File: config.mk
export PLATFORM = sky130hd
export DESIGN_NAME = epoch_seconds_to_calendar
export DESIGN_NICKNAME = d
export VERILOG_FILES = /design/src/sv/esc_pkg.sv /design/src/sv/esc_split.sv /design/src/sv/esc_cal.sv /design/src/sv/epoch_seconds_to_calendar.sv
export SDC_FILE = /design/constraint.sdc
export NUM_CORES = 2
export LEC_CHECK = 0
export BUFFER_PORTS_ARGS = -buffer_cell sky130_fd_sc_hd__buf_2
export CAP_MARGIN = 20
export CORE_MARGIN = 5
export CORE_UTILIZATION = 65
export DETAILED_ROUTE_END_ITERATION = 8
export PLACE_DENSITY = 0.91
export SLEW_MARGIN = 20
export SYNTH_ARGS = -nofsm -noshare
export SYNTH_HDL_FRONTEND = slang
export SYNTH_SLANG_ARGS = --single-unit
File: constraint.sdc
create_clock -name clk -period 9.6 [get_ports clk]
set_clock_uncertainty 0.2 [all_clocks]
set_input_delay 1.44 -clock clk [delete_from_list [all_inputs] [get_ports clk]]
set_output_delay 1.44 -clock clk [all_outputs]
set_load 0.005 [all_outputs]
File: src/sv/esc_pkg.sv
// Shared types, constants and tables for the epoch seconds to calendar converter.
// Used by esc_split, esc_cal and epoch_seconds_to_calendar; depends on nothing.
`default_nettype none
package esc_pkg;

	// Configuration register indexes
	localparam logic [1:0] REG_TZ_OFFSET = 2'd0;
	localparam logic [1:0] REG_HOUR_MODE = 2'd1;

	// Local time window: 2019-01-01 00:00:00 up to 2100-01-01 00:00:00
	localparam logic [33:0] LOCAL_MIN  = 34'd1546300800;
	localparam logic [33:0] LOCAL_SPAN = 34'd2556144000;

	// Day split: rel / 86400 = (rel >> 7) / 675, reciprocal for 25-bit input
	localparam logic [25:0] DAY_RECIP    = 26'd50903317;
	localparam int          DAY_SHIFT    = 35;
	localparam logic [16:0] SECS_PER_DAY = 17'd86400;

	// Four-year groups starting 2017-01-01; 15-bit input
	localparam logic [14:0] DAYS_2017_TO_2019 = 15'd730;
	localparam logic [15:0] QUAD_RECIP        = 16'd45934;
	localparam int          QUAD_SHIFT        = 26;
	localparam logic [10:0] DAYS_PER_QUAD     = 11'd1461;
	localparam logic [11:0] BASE_YEAR         = 12'd2017;

	// Weekday: divide by 7, 15-bit input
	localparam logic [15:0] WEEK_RECIP = 16'd37450;
	localparam int          WEEK_SHIFT = 18;

	// Hour: sod / 3600 = (sod >> 4) / 225, 13-bit input
	localparam logic [13:0] HOUR_RECIP = 14'd9321;
	localparam int          HOUR_SHIFT = 21;

	// Minute count: sod / 60 = (sod >> 2) / 15, 15-bit input
	localparam logic [15:0] MIN_RECIP = 16'd34953;
	localparam int          MIN_SHIFT = 19;

	// Front half to back half of the pipeline
	typedef struct packed {
		logic        vld;
		logic        oor;
		logic        h24_mode;
		logic [16:0] sod;    // second of day
		logic [14:0] dnum;   // days since 2017-01-01
		logic [4:0]  quad;   // four-year group index
		logic [14:0] wdnum;  // days since 2019-01-01 plus one
	} esc_split_t;

	// Finished result
	typedef struct packed {
		logic        vld;
		logic        oor;
		logic [11:0] year;
		logic [3:0]  month;
		logic [4:0]  dom;
		logic [8:0]  doy;
		logic [2:0]  wday;
		logic [4:0]  hour;
		logic        is_pm;
		logic [5:0]  minute;
		logic [5:0]  second;
	} esc_result_t;

	// Zero-based day of year at which month m (0..11) starts
	function automatic logic [8:0] month_start(input logic [3:0] m, input logic leap);
		logic [8:0] base;
		case (m)
			4'd0:    base = 9'd0;
			4'd1:    base = 9'd31;
			4'd2:    base = 9'd59;
			4'd3:    base = 9'd90;
			4'd4:    base = 9'd120;
			4'd5:    base = 9'd151;
			4'd6:    base = 9'd181;
			4'd7:    base = 9'd212;
			4'd8:    base = 9'd243;
			4'd9:    base = 9'd273;
			4'd10:   base = 9'd304;
			4'd11:   base = 9'd334;
			default: base = 9'd0;
		endcase
		return (m >= 4'd2) ? base + 9'(leap) : base;
	endfunction

endpackage
`default_nettype wire

File: src/sv/esc_split.sv
// Front half of the converter: timezone add, range check, day / second-of-day
// split and four-year group index (stages 1 to 3). Depends on esc_pkg.
`default_nettype none
module esc_split (
	input  wire logic                clk,
	input  wire logic                arst_n,
	input  wire logic                in_vld,
	input  wire logic [31:0]         utc_seconds,
	input  wire logic [16:0]         tz_offset,
	input  wire logic                h24_mode,
	output esc_pkg::esc_split_t      split
);
	import esc_pkg::*;

	logic        vld_s1, vld_s2, vld_s3;
	logic        oor_s1, oor_s2, oor_s3;
	logic        mode_s1, mode_s2, mode_s3;
	logic [31:0] rel_s1;
	logic [16:0] rel_lo_s2;
	logic [14:0] days_s2;
	logic [16:0] sod_s3;
	logic [14:0] dnum_s3;
	logic [4:0]  quad_s3;
	logic [14:0] wdnum_s3;

	logic [33:0] rel;
	logic [50:0] day_prod;
	logic [31:0] day_secs;
	logic [14:0] dnum;
	logic [30:0] quad_prod;

	// Stage 1: local time relative to 2019-01-01, window check
	assign rel = {2'b00, utc_seconds} + {{17{tz_offset[16]}}, tz_offset} - LOCAL_MIN;

	// Stage 2: whole days
	assign day_prod = 51'(rel_s1[31:7]) * 51'(DAY_RECIP);

	// Stage 3: second of day and four-year group
	assign day_secs  = 32'(days_s2) * 32'(SECS_PER_DAY);
	assign dnum      = days_s2 + DAYS_2017_TO_2019;
	assign quad_prod = 31'(dnum) * 31'(QUAD_RECIP);

	// Valid bits
	always_ff @(posedge clk or negedge arst_n) begin
		if (!arst_n) begin
			vld_s1 <= 1'b0;
			vld_s2 <= 1'b0;
			vld_s3 <= 1'b0;
		end else begin
			vld_s1 <= in_vld;
			vld_s2 <= vld_s1;
			vld_s3 <= vld_s2;
		end
	end

	// Payload
	always_ff @(posedge clk) begin
		oor_s1    <= rel[33] | (rel >= LOCAL_SPAN);
		mode_s1   <= h24_mode;
		rel_s1    <= rel[31:0];

		oor_s2    <= oor_s1;
		mode_s2   <= mode_s1;
		rel_lo_s2 <= rel_s1[16:0];
		days_s2   <= day_prod[DAY_SHIFT+14:DAY_SHIFT];

		oor_s3    <= oor_s2;
		mode_s3   <= mode_s2;
		sod_s3    <= rel_lo_s2 - day_secs[16:0];
		dnum_s3   <= dnum;
		quad_s3   <= quad_prod[QUAD_SHIFT+4:QUAD_SHIFT];
		wdnum_s3  <= days_s2 + 15'd1;
	end

	assign split.vld      = vld_s3;
	assign split.oor      = oor_s3;
	assign split.h24_mode = mode_s3;
	assign split.sod      = sod_s3;
	assign split.dnum     = dnum_s3;
	assign split.quad     = quad_s3;
	assign split.wdnum    = wdnum_s3;

endmodule
`default_nettype wire

File: src/sv/esc_cal.sv
// Back half of the converter: year, month, day, weekday and clock fields
// (stages 4 to 6, stage 6 is the output register). Depends on esc_pkg.
`default_nettype none
module esc_cal (
	input  wire logic                clk,
	input  wire logic                arst_n,
	input  wire esc_pkg::esc_split_t split,
	output esc_pkg::esc_result_t     res
);
	import esc_pkg::*;

	logic        vld_s4, vld_s5, vld_s6;
	logic        oor_s4, oor_s5;
	logic        mode_s4;
	logic [10:0] rem_s4;
	logic [4:0]  quad_s4;
	logic [14:0] wdnum_s4;
	logic [12:0] q7_s4;
	logic [16:0] sod_s4;
	logic [4:0]  h24_s4;
	logic [10:0] mtot_s4;

	logic [8:0]  doy0_s5;
	logic        leap_s5;
	logic [11:0] year_s5;
	logic [2:0]  wday_s5;
	logic [4:0]  hour_s5;
	logic        pm_s5;
	logic [5:0]  min_s5;
	logic [5:0]  sec_s5;

	esc_result_t res_s6;

	logic [14:0] quad_days;
	logic [30:0] week_prod;
	logic [26:0] hour_prod;
	logic [30:0] min_prod;

	logic [1:0]  yi;
	logic [10:0] yi_days;
	logic [14:0] wd_mul;
	logic [16:0] min_secs;
	logic [10:0] hour_mins;
	logic [4:0]  hour12;

	logic [3:0]  mon;
	logic [8:0]  mstart;

	// Stage 4: day within group, weekday quotient, hour and minute count
	assign quad_days = 15'(split.quad) * 15'(DAYS_PER_QUAD);
	assign week_prod = 31'(split.wdnum) * 31'(WEEK_RECIP);
	assign hour_prod = 27'(split.sod[16:4]) * 27'(HOUR_RECIP);
	assign min_prod  = 31'(split.sod[16:2]) * 31'(MIN_RECIP);

	// Stage 5: year in group (last year of the group is the leap year)
	always_comb begin
		if (rem_s4 >= 11'd1095) begin
			yi      = 2'd3;
			yi_days = 11'd1095;
		end else if (rem_s4 >= 11'd730) begin
			yi      = 2'd2;
			yi_days = 11'd730;
		end else if (rem_s4 >= 11'd365) begin
			yi      = 2'd1;
			yi_days = 11'd365;
		end else begin
			yi      = 2'd0;
			yi_days = 11'd0;
		end
	end

	assign wd_mul    = 15'(q7_s4) * 15'd7;
	assign min_secs  = 17'(mtot_s4) * 17'd60;
	assign hour_mins = 11'(h24_s4) * 11'd60;

	// 12-hour form: midnight and noon read 12
	always_comb begin
		if (h24_s4 == 5'd0)
			hour12 = 5'd12;
		else if (h24_s4 <= 5'd12)
			hour12 = h24_s4;
		else
			hour12 = h24_s4 - 5'd12;
	end

	// Stage 6: month by compare against each month start
	always_comb begin
		mon = 4'd0;
		for (int m = 1; m < 12; m++) begin
			if (doy0_s5 >= month_start(4'(m), leap_s5))
				mon = 4'(m);
		end
	end

	assign mstart = month_start(mon, leap_s5);

	// Valid bits
	always_ff @(posedge clk or negedge arst_n) begin
		if (!arst_n) begin
			vld_s4 <= 1'b0;
			vld_s5 <= 1'b0;
			vld_s6 <= 1'b0;
		end else begin
			vld_s4 <= split.vld;
			vld_s5 <= vld_s4;
			vld_s6 <= vld_s5;
		end
	end

	// Payload
	always_ff @(posedge clk) begin
		oor_s4   <= split.oor;
		mode_s4  <= split.h24_mode;
		rem_s4   <= 11'(split.dnum - quad_days);
		quad_s4  <= split.quad;
		wdnum_s4 <= split.wdnum;
		q7_s4    <= week_prod[WEEK_SHIFT+12:WEEK_SHIFT];
		sod_s4   <= split.sod;
		h24_s4   <= hour_prod[HOUR_SHIFT+4:HOUR_SHIFT];
		mtot_s4  <= min_prod[MIN_SHIFT+10:MIN_SHIFT];

		oor_s5   <= oor_s4;
		doy0_s5  <= 9'(rem_s4 - yi_days);
		leap_s5  <= (yi == 2'd3);
		year_s5  <= BASE_YEAR + {5'd0, quad_s4, 2'b00} + 12'(yi);
		wday_s5  <= 3'(wdnum_s4 - wd_mul);
		hour_s5  <= mode_s4 ? h24_s4 : hour12;
		pm_s5    <= (h24_s4 >= 5'd12);
		min_s5   <= 6'(mtot_s4 - hour_mins);
		sec_s5   <= 6'(sod_s4 - min_secs);

		// valid is carried by vld_s6
		res_s6.vld <= 1'b0;

		// Out of window: every field but the flag reads zero
		res_s6.oor <= oor_s5;
		if (oor_s5) begin
			res_s6.year   <= '0;
			res_s6.month  <= '0;
			res_s6.dom    <= '0;
			res_s6.doy    <= '0;
			res_s6.wday   <= '0;
			res_s6.hour   <= '0;
			res_s6.is_pm  <= 1'b0;
			res_s6.minute <= '0;
			res_s6.second <= '0;
		end else begin
			res_s6.year   <= year_s5;
			res_s6.month  <= mon + 4'd1;
			res_s6.dom    <= 5'(doy0_s5 - mstart + 9'd1);
			res_s6.doy    <= doy0_s5 + 9'd1;
			res_s6.wday   <= wday_s5;
			res_s6.hour   <= hour_s5;
			res_s6.is_pm  <= pm_s5;
			res_s6.minute <= min_s5;
			res_s6.second <= sec_s5;
		end
	end

	always_comb begin
		res     = res_s6;
		res.vld = vld_s6;
	end

endmodule
`default_nettype wire

File: src/sv/epoch_seconds_to_calendar.sv
// Top level of the epoch seconds to local calendar converter: configuration
// registers and the six-stage pipeline. Depends on esc_pkg, esc_split, esc_cal.
//
//   channel   handshake              payload
//   request   start / busy           utc_seconds
//   result    done (strobe)          out_of_range, year, month, month_day,
//                                    day_of_year, weekday, hour, is_pm,
//                                    minute, second
//   config    cfg_valid / cfg_ready  cfg_index, cfg_data
//
// A request is taken every cycle; its result strobes on done when it leaves
// the six register stages: timezone add, day divide, second-of-day and group
// split, group remainder, year and clock fields, month.
// Reset clears the pipeline valid bits and sets the offset to 0 and 24-hour mode.
// busy stays low and cfg_ready high: there is no backpressure on any side.
`default_nettype none
module epoch_seconds_to_calendar (
	input  wire logic        clk,
	input  wire logic        arst_n,
	input  wire logic        start,
	output wire logic        busy,
	input  wire logic [31:0] utc_seconds,
	input  wire logic        cfg_valid,
	output wire logic        cfg_ready,
	input  wire logic [1:0]  cfg_index,
	input  wire logic [16:0] cfg_data,
	output wire logic        done,
	output wire logic        out_of_range,
	output wire logic [11:0] year,
	output wire logic [3:0]  month,
	output wire logic [4:0]  month_day,
	output wire logic [8:0]  day_of_year,
	output wire logic [2:0]  weekday,
	output wire logic [4:0]  hour,
	output wire logic        is_pm,
	output wire logic [5:0]  minute,
	output wire logic [5:0]  second
);
	import esc_pkg::*;

	logic [16:0] tz_offset_q;
	logic        h24_mode_q;

	esc_split_t  split;
	esc_result_t res;

	assign busy      = 1'b0;
	assign cfg_ready = 1'b1;

	// Configuration registers; unknown indexes are dropped
	always_ff @(posedge clk or negedge arst_n) begin
		if (!arst_n) begin
			tz_offset_q <= '0;
			h24_mode_q  <= 1'b1;
		end else if (cfg_valid && cfg_ready) begin
			case (cfg_index)
				REG_TZ_OFFSET: tz_offset_q <= cfg_data;
				REG_HOUR_MODE: h24_mode_q  <= cfg_data[0];
				default: ;
			endcase
		end
	end

	esc_split u_split (
		.clk         (clk),
		.arst_n      (arst_n),
		.in_vld      (start && !busy),
		.utc_seconds (utc_seconds),
		.tz_offset   (tz_offset_q),
		.h24_mode    (h24_mode_q),
		.split       (split)
	);

	esc_cal u_cal (
		.clk    (clk),
		.arst_n (arst_n),
		.split  (split),
		.res    (res)
	);

	assign done         = res.vld;
	assign out_of_range = res.oor;
	assign year         = res.year;
	assign month        = res.month;
	assign month_day    = res.dom;
	assign day_of_year  = res.doy;
	assign weekday      = res.wday;
	assign hour         = res.hour;
	assign is_pm        = res.is_pm;
	assign minute       = res.minute;
	assign second       = res.second;

endmodule
`default_nettype wire
# Word level (Yosys, flattened, before mapping)
# Memories as Yosys holds them, arrays and structs flattened.
# Cells that the tools add are included.
[totals]
ff_bits = 294
latchBits = 0
ramBits = 0
mem_bits_ro = 144
in_bits = 55
wordCells = 134
n_memories = 1
[memory_table]
columns = ["name", "depth", "word_bits", "rd", "rd_ports_with_merged_regs", "wr", "line_no", "rtl"]
rows = [
  ["(name not given)", 16, 9, 1, 0, 0, "esc_pkg.sv:67", "case (m)"],
]
[classes]
add_sub_neg = 28
n_mul = 10
div = 0
order_cmp = 18
n_eq_ne = 2
shifts = 0
n_mux = 21
n_bitwise = 1
reduce_logical = 4
[ops]
columns = ["operator", "count"]
rows = [
  ["$ge 9x9->1", 7],
  ["$mul 15x15->30 const B", 2],
  ["$mul 25x26->50 const B", 1],
  ["$add 8x1->9 const A", 4],
  ["$add 33x17->34", 1],
  ["$ge 34x32->1 const B", 1],
  ["$sub 34x31->34 const B", 1],
  ["$mul 15x16->30 const B", 1],
  ["$add 9x1->9 const A", 3],
  ["$mux 9", 3],
  ["$mul 13x14->26 const B", 1],
  ["$mux 5", 4],
  ["$ge 9x8->1", 2],
  ["$sub 17x17->17", 1],
  ["$add 7x1->8 const A", 2],
  ["$mux 4", 4],
  ["$add 15x1->15 const B", 1],
  ["$add 15x10->15 const B", 1],
  ["$mul 15x10->10 const B", 1],
  ["$mul 13x3->3 const B", 1],
  ["$add 11x7->12 const A", 1],
  ["$add 12x2->12", 1],
  ["$mux 3", 4],
  ["$sub 6x6->6", 2],
  ["other kinds (29)", 34],
]

# Logic depth before layout (Yosys ltp)
# An unclocked memory read counts as a cell.
[depth]
ltp_word = 17
ltp_mapped = 32

# By module
# A second synthesis with hierarchy kept.
[unflattened]
hier_cells = 3247
hier_area_um2 = 32745.2
[modules_own_cells]
columns = ["mod", "n_inst", "cells_each", "area_per_inst_um2", "seq_area_each_um2"]
rows = [
  ["esc_split", 1, 2036, 20015.4, 2517.4],
  ["esc_cal", 1, 1168, 12011.5, 2817.7],
  ["epoch_seconds_to_calendar", 1, 43, 718.2, 451.7],
]

# Least setup slack after synthesis
# Ideal clock, no wire load.
[synth_timing]
kind = "flip-flop to flip-flop"
start = "register u_split.days_s2[3]"
end = "register u_split.quad_s3[4]"
arrival_ns = 7.292
setup_slack_ns = 2.036
path_stages_with_launch = 31
n_path_buf = 0
cell_sequence = "dfxtp_1 inv_1 ha_1 a21oi_1 inv_1 o21ai_0 nor3b_1 inv_1 a21oi_1 nor2_1 xnor2_1 inv_1 fa_1 fa_1 inv_1 fa_1 inv_1 fa_1 fa_1 inv_1 fa_1 inv_1 ha_1 nand4_1 nor2_1 nand2_1 o311a_1 o31ai_1 nor4_1 nor3_1 xnor2_1"
[synth_via]
elab_chain_len = 2
[synth_lines]
columns = ["item", "line_no", "rtl"]
rows = [
  ["start: declaration", "esc_split.sv:20", "logic [14:0] days_s2;"],
  ["start signal: assignment", "esc_split.sv:65", "days_s2 <= day_prod[DAY_SHIFT+14:DAY_SHIFT];"],
  ["$add 15x10->15", "esc_split.sv:40", "assign dnum = days_s2 + DAYS_2017_TO_2019;"],
  ["$mul 15x15->30", "esc_split.sv:41", "assign quad_prod = 31'(dnum) * 31'(QUAD_RECIP);"],
  ["named net u_split.quad_prod[30]", "esc_split.sv:30", "logic [30:0] quad_prod;"],
  ["end signal: assignment", "esc_split.sv:71", "quad_s3 <= quad_prod[QUAD_SHIFT+4:QUAD_SHIFT];"],
  ["end: declaration", "esc_split.sv:23", "logic [4:0] quad_s3;"],
]
# The timed path passes the listed nets, and every way through them passes these cells.
# A chain may end at the register's enable or synchronous reset.

# Worst setup path in the final report
# Same ends and word-level chain as after synthesis.

==> impl_metrics.tcl <==
set metrics [dict create \
    cp.arrival_ps 8690 \
    preCtsSetupSlack_ps 1355 \
    netlist.area_leader.share_pct 30.25 \
    area_growth_pct 7.198 \
    final-hold-violation-count 0 \
    die_area_um2 54860 \
    count_of_unique_library_cells_instantiated_by_yosys 91 \
    yosys-top-cells-area "ha_1 30%, fa_1 23%, dfxtp_1 16%" \
    min_period_ps 8359 \
    ctsHtreeMaxLevel 1 \
    critical_path_peak_fanout 8 \
    syn-mean-instance-area_um2 9.966 \
    unrepaired_setup_endpoints_after_global_routing "no" \
    globalplace.congestion 0.9553 \
    cts_repair_resize_count 0 \
    post_synth_xor_area_fraction_pct 4.686 \
    via_to_cell_ratio 5.703 \
    fmax_mhz 119.6 \
    synth_compound_area_share_pct 8.006 \
    critical_path_class "flip-flop to flip-flop" \
    cts_sinks 279 \
    synth_enable_flop_cells 0 \
    endpoint_kind "flip-flop" \
    syn-cell-area_um2 32680 \
    slew_headroom_pct 23.00 \
    ys_warn_count 0 \
    cp.required_ps 9930 \
    simple_gate_fraction_of_synth_area_pct 5.923 \
    synth_top_area_cell "ha_1" \
    mappedNetlistNets 4496 \
    setup_viol_count_final 0 \
    tightestPinTransition_ps 1151 \
    ctsHoldBuffers 0 \
    synthCells 3279 \
    final_max_slew_viol_count 0 \
    most_instantiated_library_cell_after_synthesis "inv_1" \
    totalNegativeSetupSlack_ps 0 \
    synthTopCellsByCount "850 x inv_1, 790 x ha_1, 372 x fa_1" \
    coreArea_um2 49970 \
    share_of_cells_above_drive_strength_1_pct 6.287 \
    post_cts_buffers 0 \
    routed_wl_mm 76.68 \
    slowest_cp_cell "fa_1" \
    io_buffers 107 \
    vias 23340 \
    worst_skew_pair.late_latency_ps 590 \
    cts_tree "done" \
    fp.dieW_um 234.2 \
    hold_path.class "flip-flop to flip-flop" \
    synth_mux_area_share_pct 0.6968 \
    cts_buffer_depth 3 \
    clk_pin_slew_worst_paths_ps 70 \
    track_usage_pct 28.36 \
    synth-async-reset-ratio_pct 8.602 \
    first_pass_grt_wire_length_mm 125.3 \
    num_rows 82 \
    initialDrtViolationCount 1581 \
    place_hpwl_mm 62.02 \
    fillerInstances 3178 \
    grt_overflow 0 \
    final_nets 4614 \
    cts.root.buffer_cell "clkbuf_16" \
    non_filler_cells_in_the_finished_layout 4092 \
    first_global_vias 25820 \
    ys_dominant_reg_cell "dfxtp_1" \
    finalCritPeriodShare_pct 87.07 \
    yosysSeqAreaShare_pct 17.46 \
    max-cap-violations 0 \
    grt_max_degree 53 \
    drtAntennaViolNets 0 \
    die-height_um 234.2 \
    cp_slowest_stage_delay_ps 540 \
    worst_setup_path_start_kind "flip-flop" \
    drc 0 \
    cts_buffer_count 29 \
    combinational_family_with_the_most_area_after_synthesis "adder cells" \
    cpMostUsedCell "inv_1" \
    detail_route.first_pass.iterations 5 \
    post-place-cells 4038 \
    synth-adder-area-share_pct 53.04 \
    antenna_found_initial 2 \
    synth-seq-cells 279 \
    status "finished, final reports clean" \
    routedWlPerCell_um 18.74 \
    floorplan.io_pins 110 \
    initial_utilization_pct 65.40 \
    worst_slack_ps 1241 \
    antenna_cells_inserted 0 \
]
final timing paths:
check	start	to	slack (ps)	depth (start not counted)
max in group asynchronous	arst_n	h24_mode_q	8210	1
worst min-delay path	u_split.rel_lo_s2[4]	u_split.sod_s3[4]	130	0
worst max-delay path	u_split.days_s2[3]	u_split.quad_s3[4]	1240	30
worst min register to register	u_split.rel_lo_s2[4]	u_split.sod_s3[4]	130	0
min in group asynchronous	arst_n	tz_offset_q[1]	640	1
worst max register to register	u_split.days_s2[3]	u_split.quad_s3[4]	1240	30
cell families after synthesis:
kind of cell / after synthesis
adder cells (fa/ha/maj): 1162
buffers and inverters: 879
multiplexers: 21
flip-flops: 279
other: 2
AO/OA/AOI/OAI: 385
AND/OR/NAND/NOR: 377
XOR/XNOR: 174
final cells by class:
class                           instances  area, µm²  share of cell area (%)
Clock buffer                           36      812.0                   2.318
Inverter                              850       3191                   9.108
Tap cell                              672      840.8                   2.400
Clock inverter                         18      214.0                  0.6108
Timing Repair Buffer                  116      603.1                   1.722
Multi-Input combinational cell       2121      23660                   67.55
Sequential cell                       279       5708                   16.29
state kept, by name (all words and copies together), names as in the netlist, 9 cells and up:
name,count
u_cal.res,52
u_split.rel_s1,32
tz_offset_q,17
u_split.rel_lo_s2,17
u_split.sod_s3,17
u_split.days_s2,15
u_split.wdnum_s3,15
u_cal.year_s5,12
u_cal.rem_s4,11
u_split.dnum_s3,11
u_cal.doy0_s5,9
stage by stage:
step	hold WS, ps	area (µm²)	utilization, %
CTS	129.1	35020	70.10
floorplan	109.6	32680	-
finish	130.1	35030	70.11
detailed placement	112.1	34000	68.04
global route	139.5	35030	70.11
global placement	110.7	34000	68.04
placed cells by master (no fill, tap or decap), drive strengths merged, types with 5 or more instances in the layout:
cell type / netlist / final
a211o: 5 / 5
a211oi: 18 / 18
a21boi: 10 / 10
a21o: 54 / 54
a21oi: 106 / 106
a31oi: 9 / 9
and2: 6 / 6
and3: 11 / 11
buf: 7 / 116
clkbuf: 22 / 36
clkinv: 0 / 6
dfrtp: 23 / 23
dfxtp: 255 / 255
fa: 372 / 372
ha: 790 / 790
inv: 850 / 856
mux2: 14 / 14
mux2i: 7 / 7
nand2: 71 / 71
nand2b: 20 / 20
nand3: 35 / 35
nand4: 12 / 12
nor2: 96 / 96
nor2b: 54 / 54
nor3: 27 / 27
nor3b: 8 / 8
nor4: 5 / 5
o211ai: 9 / 9
o21a: 21 / 21
o21ai: 73 / 73
o21bai: 21 / 21
o31ai: 8 / 8
o41ai: 5 / 5
or2: 7 / 7
or3: 9 / 9
xnor2: 130 / 130
xor2: 44 / 44
metal layers:
layer  wire, µm  track usage [%]  up-vias
li1           -                -    10740
met1      28560            33.06    11190
met2      37670            50.22     1044
met3       5640            4.807      352
met4       4786            14.57        2
met5         18                0        -
critical path, delay by kind of cell (launching register included):
family                   cells  cell delay [ps]
XOR/XNOR                     2              570
adder cells (fa/ha/maj)      8             3550
flip-flops                   1              500
AO/OA/AOI/OAI                5             1650
AND/OR/NAND/NOR              7             1080
buffers and inverters        8              750
Power is not shown: default switching activity piles up to over one toggle a cycle in this logic, so the estimate is an artifact.
